### config.mk
export PLATFORM = sky130hd
export DESIGN_NAME = decimal_text_to_fixed_point
export DESIGN_NICKNAME = d
export VERILOG_FILES = /design/src/rtl/dtfp_pkg.sv /design/src/rtl/decimal_text_to_fixed_point.sv
export SDC_FILE = /design/constraint.sdc
export NUM_CORES = 1
export LEC_CHECK = 0
export ABC_CLOCK_PERIOD_IN_PS = 5100
export BUFFER_PORTS_ARGS = -buffer_cell sky130_fd_sc_hd__buf_2
export CORE_ASPECT_RATIO = 1.75
export CORE_MARGIN = 5
export CORE_UTILIZATION = 33
export DETAILED_ROUTE_END_ITERATION = 10
export GPL_TIMING_DRIVEN = 0
export PLACE_DENSITY_LB_ADDON = 0.2
export SYNTH_ARGS = -nofsm -noshare
export SYNTH_HDL_FRONTEND = slang
export SYNTH_SLANG_ARGS = --single-unit
### constraint.sdc
create_clock -name clock -period 5.1 [get_ports clock]
set_input_delay 0.765 -clock clock [delete_from_list [all_inputs] [get_ports clock]]
set_output_delay 0.765 -clock clock [all_outputs]
set_load 0.01 [all_outputs]
### src/rtl/dtfp_pkg.sv
// shared types, codes and constants for the decimal text to fixed point converter
`timescale 1ns / 1ps

package dtfp_pkg;

   // field and datapath widths
   localparam int CHAR_W  = 8;
   localparam int VALUE_W = 63;
   localparam int SUM_W   = VALUE_W + 4;
   localparam int COUNT_W = 5;
   localparam int DIGIT_W = 4;

   // default count of fraction digits
   localparam int FRAC_DIGITS_DEFAULT = 8;

   // character codes
   localparam logic [CHAR_W-1:0] CHAR_ZERO  = 8'h30;
   localparam logic [CHAR_W-1:0] CHAR_NINE  = 8'h39;
   localparam logic [CHAR_W-1:0] CHAR_POINT = 8'h2E;

   // saturation point of the count after the point
   localparam logic [COUNT_W-1:0] COUNT_MAX = 5'd31;

   // status and error codes
   typedef logic [1:0] status_type;
   localparam status_type STATUS_OK       = 2'd0;
   localparam status_type STATUS_INVALID  = 2'd1;
   localparam status_type STATUS_FRAC_LEN = 2'd2;
   localparam status_type STATUS_OVERFLOW = 2'd3;

   // sequencer states
   typedef enum logic [1:0] {
      ST_ACCUM,
      ST_EVAL,
      ST_SCALE,
      ST_DONE
   } state_type;

endpackage

### src/rtl/decimal_text_to_fixed_point.sv
// decimal text to fixed point converter, top level
//
//  channel | direction | fields                        | handshake
//  req     | in        | char_code[7:0], last_char     | req_valid / req_ready
//  rsp     | out       | scaled_value[62:0], status[1:0] | rsp_valid / rsp_ready
//
// characters that are not the last one are gathered in the accumulate state
// after the last character the sequencer checks the status, then, if no error was
// found, scales with the shared times-ten adder once per fraction digit short of
// FRAC_DIGITS, stopping early on overflow, and then loads the result
// synchronous active high reset clears the sequencer, the number state and rsp_valid
// a stalled result holds the sequencer in its final step; characters of the next
// number are taken while an earlier result still waits
`timescale 1ns / 1ps

module decimal_text_to_fixed_point #(
   parameter int FRAC_DIGITS = dtfp_pkg::FRAC_DIGITS_DEFAULT
) (
   input  logic                           clock,
   input  logic                           reset,
   input  logic                           req_valid,
   output logic                           req_ready,
   input  logic [dtfp_pkg::CHAR_W-1:0]    req_char_code,
   input  logic                           req_last_char,
   output logic                           rsp_valid,
   input  logic                           rsp_ready,
   output logic [dtfp_pkg::VALUE_W-1:0]   rsp_scaled_value,
   output logic [1:0]                     rsp_status
);

   localparam int EXP_W = $clog2(FRAC_DIGITS + 1);
   localparam int VW    = dtfp_pkg::VALUE_W;
   localparam int SW    = dtfp_pkg::SUM_W;
   localparam int CW    = dtfp_pkg::COUNT_W;

   dtfp_pkg::state_type  state_ff, state_in;
   logic [VW-1:0]        acc_ff, acc_in;
   logic                 point_ff, point_in;
   logic [CW-1:0]        cnt_ff, cnt_in;
   dtfp_pkg::status_type err_ff, err_in;
   dtfp_pkg::status_type status_ff, status_in;
   logic [EXP_W-1:0]     exp_ff, exp_in;
   logic                 rsp_valid_ff, rsp_valid_in;
   logic [VW-1:0]        rsp_value_ff, rsp_value_in;
   dtfp_pkg::status_type rsp_status_ff, rsp_status_in;

   logic                             req_take;
   logic                             is_digit;
   logic                             is_point;
   logic [dtfp_pkg::CHAR_W-1:0]      char_off;
   logic [dtfp_pkg::DIGIT_W-1:0]     addend;
   logic [SW-1:0]                    mul_sum;
   logic                             mul_ovf;
   logic                             slot_free;
   logic                             frac_long;
   logic                             eval_fail;

   // character decode
   assign req_take = req_valid && req_ready;
   assign is_digit = (req_char_code >= dtfp_pkg::CHAR_ZERO)
                     && (req_char_code <= dtfp_pkg::CHAR_NINE);
   assign is_point = (req_char_code == dtfp_pkg::CHAR_POINT);
   assign char_off = req_char_code - dtfp_pkg::CHAR_ZERO;

   // shared times-ten adder, digit added only while gathering
   assign addend  = (state_ff == dtfp_pkg::ST_ACCUM) ? char_off[dtfp_pkg::DIGIT_W-1:0]
                                                     : '0;
   assign mul_sum = {1'b0, acc_ff, 3'b000} + {3'b000, acc_ff, 1'b0}
                    + {{(SW-dtfp_pkg::DIGIT_W){1'b0}}, addend};
   assign mul_ovf = (mul_sum[SW-1:VW] != '0);

   // status checks on the finished number
   assign frac_long = point_ff && (cnt_ff > CW'(FRAC_DIGITS));
   assign eval_fail = (err_ff != dtfp_pkg::STATUS_OK) || frac_long;

   // result slot is free when empty or being taken
   assign slot_free = !rsp_valid_ff || rsp_ready;

   // next state
   always_comb begin
      state_in = state_ff;
      unique case (state_ff)
         dtfp_pkg::ST_ACCUM: begin
            if (req_take && req_last_char) state_in = dtfp_pkg::ST_EVAL;
         end
         dtfp_pkg::ST_EVAL: begin
            state_in = eval_fail ? dtfp_pkg::ST_DONE : dtfp_pkg::ST_SCALE;
         end
         dtfp_pkg::ST_SCALE: begin
            if ((exp_ff == '0) || mul_ovf) state_in = dtfp_pkg::ST_DONE;
         end
         dtfp_pkg::ST_DONE: begin
            if (slot_free) state_in = dtfp_pkg::ST_ACCUM;
         end
         default: state_in = dtfp_pkg::ST_ACCUM;
      endcase
   end

   // handshake outputs
   always_comb begin
      req_ready        = (state_ff == dtfp_pkg::ST_ACCUM);
      rsp_valid        = rsp_valid_ff;
      rsp_scaled_value = rsp_value_ff;
      rsp_status       = rsp_status_ff;
   end

   // datapath next values
   always_comb begin
      acc_in        = acc_ff;
      point_in      = point_ff;
      cnt_in        = cnt_ff;
      err_in        = err_ff;
      status_in     = status_ff;
      exp_in        = exp_ff;
      rsp_valid_in  = rsp_valid_ff && !rsp_ready;
      rsp_value_in  = rsp_value_ff;
      rsp_status_in = rsp_status_ff;
      unique case (state_ff)
         dtfp_pkg::ST_ACCUM: begin
            if (req_take) begin
               if (is_digit) begin
                  if (mul_ovf) begin
                     if (err_ff == dtfp_pkg::STATUS_OK) err_in = dtfp_pkg::STATUS_OVERFLOW;
                  end else begin
                     acc_in = mul_sum[VW-1:0];
                  end
                  if (point_ff && (cnt_ff != dtfp_pkg::COUNT_MAX)) cnt_in = cnt_ff + 1'b1;
               end else if (is_point) begin
                  point_in = 1'b1;
                  cnt_in   = '0;
               end else begin
                  err_in = dtfp_pkg::STATUS_INVALID;
               end
            end
         end
         dtfp_pkg::ST_EVAL: begin
            // invalid character wins, then fraction length, then overflow
            if (err_ff == dtfp_pkg::STATUS_INVALID) begin
               status_in = dtfp_pkg::STATUS_INVALID;
            end else if (frac_long) begin
               status_in = dtfp_pkg::STATUS_FRAC_LEN;
            end else if (err_ff == dtfp_pkg::STATUS_OVERFLOW) begin
               status_in = dtfp_pkg::STATUS_OVERFLOW;
            end else begin
               status_in = dtfp_pkg::STATUS_OK;
            end
            exp_in = point_ff ? (EXP_W'(FRAC_DIGITS) - EXP_W'(cnt_ff)) : EXP_W'(FRAC_DIGITS);
         end
         dtfp_pkg::ST_SCALE: begin
            if (exp_ff != '0) begin
               if (mul_ovf) begin
                  status_in = dtfp_pkg::STATUS_OVERFLOW;
               end else begin
                  acc_in = mul_sum[VW-1:0];
                  exp_in = exp_ff - 1'b1;
               end
            end
         end
         dtfp_pkg::ST_DONE: begin
            if (slot_free) begin
               rsp_valid_in  = 1'b1;
               rsp_value_in  = (status_ff == dtfp_pkg::STATUS_OK) ? acc_ff : '0;
               rsp_status_in = status_ff;
               acc_in        = '0;
               point_in      = 1'b0;
               cnt_in        = '0;
               err_in        = dtfp_pkg::STATUS_OK;
               status_in     = dtfp_pkg::STATUS_OK;
            end
         end
         default: begin
            acc_in = acc_ff;
         end
      endcase
   end

   // control and number state
   always_ff @(posedge clock) begin
      if (reset) begin
         state_ff     <= dtfp_pkg::ST_ACCUM;
         acc_ff       <= '0;
         point_ff     <= 1'b0;
         cnt_ff       <= '0;
         err_ff       <= dtfp_pkg::STATUS_OK;
         status_ff    <= dtfp_pkg::STATUS_OK;
         rsp_valid_ff <= 1'b0;
      end else begin
         state_ff     <= state_in;
         acc_ff       <= acc_in;
         point_ff     <= point_in;
         cnt_ff       <= cnt_in;
         err_ff       <= err_in;
         status_ff    <= status_in;
         rsp_valid_ff <= rsp_valid_in;
      end
   end

   // payload registers
   always_ff @(posedge clock) begin
      exp_ff        <= exp_in;
      rsp_value_ff  <= rsp_value_in;
      rsp_status_ff <= rsp_status_in;
   end

endmodule

==> results.cfg, run 1 <==
[synth]
syn_area_um2 = 10500
netlist_top_cells_area = edfxtp_1 20%, ha_1 16%, dfxtp_1 14%, a21oi_1 6.6%, nand2_1 4.5%
synth_top_area_share = 0.196
ys_ff_latch = 145
yosys_warnings = 0
syn_avg_cell_area_um2 = 8.87
async_reset_ff_frac = 0
synthFlopType = dfxtp_1
synth_largest_area_cell = edfxtp_1
postSynthCellCount = 1189
yosys.cell_types.count = 73
syn-num-nets = 1339
synth-seq-area-share = 0.341
synth_edf_count = 69

[setup_path]
reg2reg_from = state_ff[0]
rr_worst_depth = 20
crit_chain = inv_2 -> ha_4 -> and2_1 -> ha_1 -> ha_1 -> fa_2 -> a211oi_4 -> o21bai_2 -> a31oi_4 -> o221ai_4 -> a221oi_4 -> a21oi_1 -> or3_4 -> a211oi_4 -> buf_4 -> o21ai_4 -> nor2b_1 -> buf_2 -> buf_6 -> a22o_1
cp_top_family = compound AO/OA/AOI/OAI gates
cpPeakStageDelay_ns = 0.40
crit_path_start_kind = flip-flop
path_max_fanout = 10
cp-startpoint = state_ff[0]
end_kind = flip-flop
slowest_stage = fa_2
worstSetupPathType = flip-flop to flip-flop
critPathBufInv = 4
cp.arrival_ns = 5.25
cp.required_ns = 5.44
r2r_slack_ns = 0.19
r2r-end = acc_ff[11]

[floorplan]
die-height_um = 246
dieWidth_um = 145
rows = 86
start_util = 0.334
ios = 80
dieArea_um2 = 35800
core-area_um2 = 31500

[global_route]
antenna_found_initial = 0
grt_pass1_wl_mm = 50.7
grt_overflow_total = 0
grt_util_all_layers = 0.178
grt_max_degree = 35
grt_pass1_vias = 9513

[sta]
min_period_ns = 4.91
hold_viol_final = 0
slew_headroom = 0.326
drv_slew = 0
max_freq_mhz = 204
tns_ns = 0
setup_slack_ns = 0.187
setup_viol = 0
rsz0062_at_grt = false
skew_ns = 0.0179
fin_crit_sh = 0.963
tightest_slew_ns = 1.01

[power_and_ir_drop]
powerDensity_nw_per_um2 = 316
p_sw_mw = 1.38
vdd_ir_drop_max_uv = 260
switching_share = 0.358
p_int_mw = 2.48
p_clk_frac = 0.336
combinationalPowerShare = 0.295
power_mw = 3.86
power_frac_seq = 0.369
p_leak_nw = 5.15

[drt]
drt_wl_total_mm = 32.1
drt_iter0_markers = 430
dr.pass1.iters = 5
post_drt_via_cell_ratio = 5.38
ant_nets = 0
wl_per_cell_um = 18.9
dr_total_vias = 9164
drc = 0

[clocking]
tritoncts = yes
clkSinkCount = 145
root_buffer = clkbuf_16
cts_buffer_depth = 2
h-tree-depth = 4
clkLatencyLatePin_ns = 0.45
clkTransAtPathRegs_ns = 0.06
cts_hold_buf = 0
cts_made_buffers = 17

[finish]
area_delta_synth_final_pct = 15.8
stdcell_count = 1702
n_antenna_cell = 0
final_nets = 1443
drive_gt1_frac = 0.129

[run]
cap_violations = 0

[min_path]
hold_path_class = flip-flop to flip-flop
hp-start = acc_ff[0]
hold_path_end = acc_ff[0]
holdPathStages = 2

[placement]
numPortBuffers = 78
place.gp.congestion = 0.919
dpl_worst_slack_ns = -1.05
dp.cells = 1665
hpwl_mm = 25.8

[outcome]
status = finished clean
## registers in the layout, indices dropped and copies added (netlist names)
signal / cells
status_ff: 2
exp_ff: 4
acc_ff: 63
point_ff: 1
rsp_status: 2
state_ff: 2
err_ff: 2
rsp_valid: 1
cnt_ff: 5
rsp_scaled_value: 63
## synthesized netlist by cell type, types with 10 or more instances
master / number
buf_2: 22
nor2_1: 58
a22o_1: 15
nand4_1: 58
nand3_1: 20
a31oi_1: 10
a21boi_0: 10
o21bai_1: 15
and2_1: 73
a21oi_1: 140
ha_1: 135
xnor2_1: 36
nand2_1: 126
o21ai_0: 51
xor2_1: 24
clkbuf_1: 45
edfxtp_1: 69
nor3_1: 16
dfxtp_1: 76
or3_1: 18
inv_1: 24
a21o_1: 19
## worst max-delay path by stage
| stage | end | slack, ns | cells past startpoint |
|---|---|---|---|
| floorplan | exp_ff[0] | 0.30 | 19 |
| global placement | rsp_scaled_value[26] | -1.79 | 5 |
| detailed placement | exp_ff[3] | -1.05 | 19 |
| CTS | acc_ff[11] | 0.02 | 20 |
| global route | acc_ff[16] | 0.02 | 20 |
| finish | acc_ff[11] | 0.19 | 20 |
## routing by layer
layer | global-route usage | routed length [um]
met3 | 0.0274 | 878
met5 | 0 | 0
met4 | 0.0829 | 1230
met1 | 0.173 | 11600
met2 | 0.361 | 18400
## timing repair
| action | 4_1_cts | 5_1_grt |
|---|---|---|
| gates resized for setup | 14 | 6 |
| cloned | 0 | 0 |
| endpoints found under the setup margin | 73 | 65 |
| pin swaps | 4 | 5 |
| setup buffers | 4 | 2 |
| endpoints found under the hold margin | 0 | 0 |
## through the flow
stage | instance area, um2 | hold WS, ns | utilization
5_1_grt | 12200 | 0.526 | 0.387
3_5_place_dp | 11500 | 0.489 | 0.364
2_1_floorplan | 10500 | 0.449 | -
6_report | 12200 | 0.495 | 0.387
4_1_cts | 12200 | 0.498 | 0.386
3_3_place_gp | 11400 | 0.480 | 0.363
## cell usage in the layout, fill, tap and decap left out, drive strengths merged, types with 6 or more instances in the layout
| master | n |
|---|---|
| a21oi | 140 |
| ha | 135 |
| nand2 | 126 |
| buf | 110 |
| dfxtp | 76 |
| and2 | 73 |
| edfxtp | 69 |
| clkbuf | 64 |
| o21ai | 60 |
| nand4 | 59 |
| nor2 | 58 |
| xnor2 | 36 |
| inv | 26 |
| xor2 | 24 |
| nand3 | 20 |
| a21o | 19 |
| or3 | 19 |
| nor3 | 17 |
| a22o | 15 |
| o21bai | 15 |
| a21boi | 10 |
| a31oi | 10 |
| a211oi | 10 |
| nand2b | 8 |
| and3 | 7 |
| o211ai | 7 |
| o21a | 7 |
| nor4 | 7 |
| and4 | 6 |
## cell families after synthesis
kind of cell,synth area share
AND/OR/NAND/NOR,0.206
AO/OA/AOI/OAI,0.196
flip-flops,0.341
adder cells (fa/ha/maj),0.164
buffers and inverters,0.0375
XOR/XNOR,0.0498
multiplexers,0.00581
## worst reg2reg max path, delay by kind of cell, from the launching register on
kind            cells  cell delay [ns]
buf+inv             4             0.71
simple gates        3             0.71
compound gates      9             1.91
flops               1             0.38
fa+ha+maj           4             1.10
## power by group through the flow
stage	Combinational [mW]	Clock, mW	Sequential [mW]
6_report	1.14	1.30	1.43
5_1_grt	1.26	1.37	1.44
4_1_cts	1.14	1.33	1.43
3_5_place_dp	1.10	0	1.45
3_3_place_gp	1.07	0	1.46
2_1_floorplan	0.677	0	1.46
## cell type report
type	instances	area, um2
inverters	25	93.8
multi-input cells	950	6640
repair buffers	86	483
clock inverters	12	158
well taps	396	495
clock buffers	20	437
flip-flops and latches	145	3590
fillers	3251	19300
plain buffers	68	307
(Power assumes the default switching activity.)
==> run 2: changes to the inputs <==
RECOVER_POWER = 25   (was default)
==> results.cfg, run 2 (synthesis gave the netlist of run 1 again) <==
[sta]
fin_crit_sh = 0.962
setup_slack_ns = 0.196
holdWs_ns = 0.496
hold_viol_final = 0
slew_headroom = 0.325
setup_viol = 0
tns_ns = 0
drv_slew = 0
min_period_ns = 4.90
tightest_slew_ns = 1.01
max_freq_mhz = 204
rsz0062_at_grt = false
skew_ns = 0.0175

[global_route]
antenna_found_initial = 0
grt_util_all_layers = 0.178
grt_pass1_vias = 9513
grt_max_degree = 35
grt_pass1_wl_mm = 50.7
grt_overflow_total = 0

[floorplan]
dieArea_um2 = 35800
dieWidth_um = 145
core-area_um2 = 31500
die-height_um = 246
rows = 86
start_util = 0.334
ios = 80

[clocking]
cts_buffer_depth = 2
root_buffer = clkbuf_16
tritoncts = yes
h-tree-depth = 4
cts_made_buffers = 17
clkLatencyLatePin_ns = 0.45
clkTransAtPathRegs_ns = 0.06
clkSinkCount = 145

[drt]
dr_total_vias = 9154
ant_nets = 0
post_drt_via_cell_ratio = 5.38
drc = 0
dr.pass1.iters = 7
drt_wl_total_mm = 32.0
drt_iter0_markers = 426
wl_per_cell_um = 18.8

[outcome]
status = finished clean

[setup_path]
cp-startpoint = state_ff[0]
cp.required_ns = 5.44
crit_path_start_kind = flip-flop
path_max_fanout = 10
worstSetupPathType = flip-flop to flip-flop
cp.arrival_ns = 5.24
end_kind = flip-flop
reg2reg_from = state_ff[0]

[power_and_ir_drop]
p_leak_nw = 4.99
vdd_ir_drop_max_uv = 260
powerDensity_nw_per_um2 = 317

[run]
cap_violations = 0

[placement]
dpl_worst_slack_ns = -1.05
numPortBuffers = 78
place.gp.congestion = 0.919
hpwl_mm = 25.8

[min_path]
hp-start = acc_ff[0]
hold_path_class = flip-flop to flip-flop

[finish]
n_antenna_cell = 0
final_cell_mix = 140 x a21oi_1, 134 x ha_1, 126 x nand2_1, 107 x clkbuf_1, 75 x dfxtp_1
drive_gt1_frac = 0.0819
nFillCells = 3274
final_nets = 1443
postLayoutCoreUtil = 0.385
layout.cells.most_common = a21oi_1
area_delta_synth_final_pct = 15.0
==> run 2: cell count changes in the layout (fill, tap and decap cells not counted), sizes merged <==
cell	change
buf	-61
clkbuf	+61
==> run 2: metal layers <==
metal,track usage,part of all wire,up-vias
met5,0,0,-
met3,0.0274,0.028,63
met1,0.173,0.36,4309
li1,-,-,4591
met4,0.0829,0.038,0
met2,0.361,0.57,191
==> run 2: cell type report <==
| class | count | area, um2 | area share |
|---|---|---|---|
| multi-input cells | 950 | 6640 | 0.547 |
| flip-flops and latches | 145 | 3590 | 0.296 |
| well taps | 396 | 495 | 0.0408 |
| clock buffers | 20 | 437 | 0.0360 |
| repair buffers | 86 | 407 | 0.0335 |
| plain buffers | 68 | 307 | 0.0253 |
| clock inverters | 12 | 158 | 0.0130 |
| inverters | 25 | 93.8 | 0.00774 |
==> run 2: worst max-delay path, stage by stage, from the launching register on <==
cell and delay [ns]:
dfxtp_1 0.38, inv_2 0.10, ha_4 0.18, and2_1 0.14, ha_1 0.29, ha_1 0.24, fa_2 0.40, a211oi_4 0.29
o21bai_2 0.14, a31oi_4 0.26, o221ai_4 0.20, a221oi_4 0.33, a21oi_1 0.13, or3_4 0.37, a211oi_4 0.19, buf_4 0.20
o21ai_4 0.11, nor2b_1 0.20, buf_2 0.21, buf_6 0.20, a22o_1 0.24
==> run 2: where the power goes <==
part,switching (mW),internal [mW]
clock network,0.523,0.771
registers,0.0765,1.35
logic,0.775,0.347
total,1.37,2.47
==> run 2: repair_timing <==
action,4_1_cts,5_1_grt
pin swaps,4,5
setup buffers,4,2
gates resized for setup,14,6
endpoints found under the setup margin,73,65
hold buffers,0,0
==> run 2: final timing paths <==
kind                                    to  slack (ns)  cells past startpoint
worst max-delay path            acc_ff[11]        0.20                     20
worst min register to register   acc_ff[0]        0.50                      2
worst min-delay path             acc_ff[0]        0.50                      2
worst max register to register  acc_ff[11]        0.20                     20
==> run 2: metrics by stage <==
stage	cells	area [um2]	total power, mW
2_1_floorplan	1189	10500	2.14
3_3_place_gp	1663	11400	2.53
3_5_place_dp	1665	11500	2.56
4_1_cts	1700	12200	3.89
5_1_grt	1702	12100	4.05
6_report	1702	12100	3.84
==> run 3: changes to the inputs <==
CELL_PAD_IN_SITES_DETAIL_PLACEMENT = 1   (was default)
CELL_PAD_IN_SITES_GLOBAL_PLACEMENT = 1   (was default)
CTS_BUF_LIST = sky130_fd_sc_hd__clkbuf_8   (was default)
==> results.cfg, run 3 (synthesis gave the netlist of run 1 again) <==
[finish]
stdcell_count = 1705
final_cell_mix = 140 x a21oi_1, 134 x ha_1, 126 x nand2_1, 105 x clkbuf_1, 75 x dfxtp_1
design_area_um2 = 11900
layout.cells.most_common = a21oi_1
final_nets = 1445
postLayoutCoreUtil = 0.379
nFillCells = 3770
drive_gt1_frac = 0.0841
area_delta_synth_final_pct = 13.3

[drt]
drt_iter0_markers = 346
post_drt_via_cell_ratio = 5.52
dr_total_vias = 9415
drt_wl_total_mm = 34.6
drc = 0
wl_per_cell_um = 20.3
dr.pass1.iters = 4
ant_nets = 0

[global_route]
grt_pass1_vias = 10000
grt_pass1_wl_mm = 54.9
antenna_found_initial = 1
grt_overflow_total = 0
grt_max_degree = 34
grt_util_all_layers = 0.193

[setup_path]
cp-startpoint = state_ff[1]
cp.arrival_ns = 5.28
path_max_fanout = 10
r2r-end = acc_ff[9]
rr_worst_depth = 20
r2r_slack_ns = 0.20
critPathBufInv = 4
slowest_stage = dfxtp_2
cp.required_ns = 5.48
worstSetupPathType = flip-flop to flip-flop
cpPeakStageDelay_ns = 0.41
cp_top_family = compound AO/OA/AOI/OAI gates
crit_cells = 20
crit_chain = inv_4 -> ha_4 -> and2_1 -> ha_1 -> ha_1 -> fa_2 -> a211oi_2 -> o21bai_1 -> a31oi_2 -> o221ai_4 -> a221oi_4 -> a21oi_1 -> or3_4 -> a211oi_4 -> buf_6 -> o21ai_4 -> nor2b_4 -> buf_2 -> buf_6 -> a22o_1
crit_path_start_kind = flip-flop
end_kind = flip-flop
reg2reg_from = state_ff[1]

[sta]
skew_ns = 0.0251
hold_viol_final = 0
holdWs_ns = 0.499
drv_slew = 0
setup_slack_ns = 0.204
tns_ns = 0
tightest_slew_ns = 1.02
fin_crit_sh = 0.960
max_freq_mhz = 204
slew_headroom = 0.316
rsz0062_at_grt = false
min_period_ns = 4.90
setup_viol = 0

[clocking]
cts_made_buffers = 17
cts_hold_buf = 0
clkLatencyLatePin_ns = 0.50
h-tree-depth = 4
cts_buffer_depth = 2
root_buffer = clkbuf_8
clkTransAtPathRegs_ns = 0.09
clkSinkCount = 145
tritoncts = yes

[floorplan]
ios = 80
dieWidth_um = 145
rows = 86
dieArea_um2 = 35800
core-area_um2 = 31500
start_util = 0.334
die-height_um = 246

[power_and_ir_drop]
p_leak_nw = 4.91
power_mw = 3.58
powerDensity_nw_per_um2 = 299
vdd_ir_drop_max_uv = 176

[outcome]
status = finished clean

[placement]
hpwl_mm = 28.0
dpl_cell_area_um2 = 11500
dpl_worst_slack_ns = -1.14
dp.cells = 1665
numPortBuffers = 78
place.gp.congestion = 0.890

[min_path]
hold_path_class = flip-flop to flip-flop
holdPathStages = 2
hp-start = acc_ff[17]
hold_path_end = acc_ff[17]

[run]
cap_violations = 0
==> run 3: cell types whose count changed in the layout (fill, tap and decap cells not counted), moves of 2 or more <==
cell       delta
buf_2         -2
clkbuf_1      -2
clkbuf_16    -17
clkbuf_4      +2
clkbuf_8     +18
inv_6         +2
==> run 3: timing repair <==
action,CTS,global route
gates cloned,0,0
buffers inserted,4,4
resized for setup,15,8
pin swaps,4,6
setup endpoints to repair,73,64
==> run 3: worst max-delay path by stage <==
stage / end
global route: acc_ff[9]
global placement: rsp_scaled_value[58]
finish: acc_ff[9]
CTS: acc_ff[26]
detailed placement: exp_ff[3]
floorplan: exp_ff[0]
==> run 3: area by class of cell <==
cell class                      count  area (um2)  area share
Buffer                             68         312      0.0261
Tap cell                          396         495      0.0415
Clock inverter                     14         155      0.0130
Sequential cell                   145        3590       0.301
Timing Repair Buffer               88         419      0.0351
Antenna cell                        1        2.50    0.000209
Clock buffer                       18         248      0.0207
Multi-Input combinational cell    950        6630       0.555
Inverter                           25        96.3     0.00806
==> run 3: power breakdown <==
group	leakage, nW	switching (mW)	internal, mW
clock	0.196	0.522	0.455
sequential	1.25	0.0812	1.35
combinational	3.46	0.800	0.369
==> run 3: tightest hold or removal path: stages (launching register included) <==
cell and delay, ns:
dfxtp_1 0.35, nand2_1 0.06, a21oi_1 0.05
==> run 3: per-layer routing <==
| metal | track usage | vias up | share of wire |
|---|---|---|---|
| met3 | 0.0300 | 64 | 0.026 |
| met4 | 0.0741 | 0 | 0.032 |
| met1 | 0.191 | 4623 | 0.37 |
| met2 | 0.393 | 134 | 0.57 |
| li1 | - | 4594 | - |
| met5 | 0 | - | 0 |
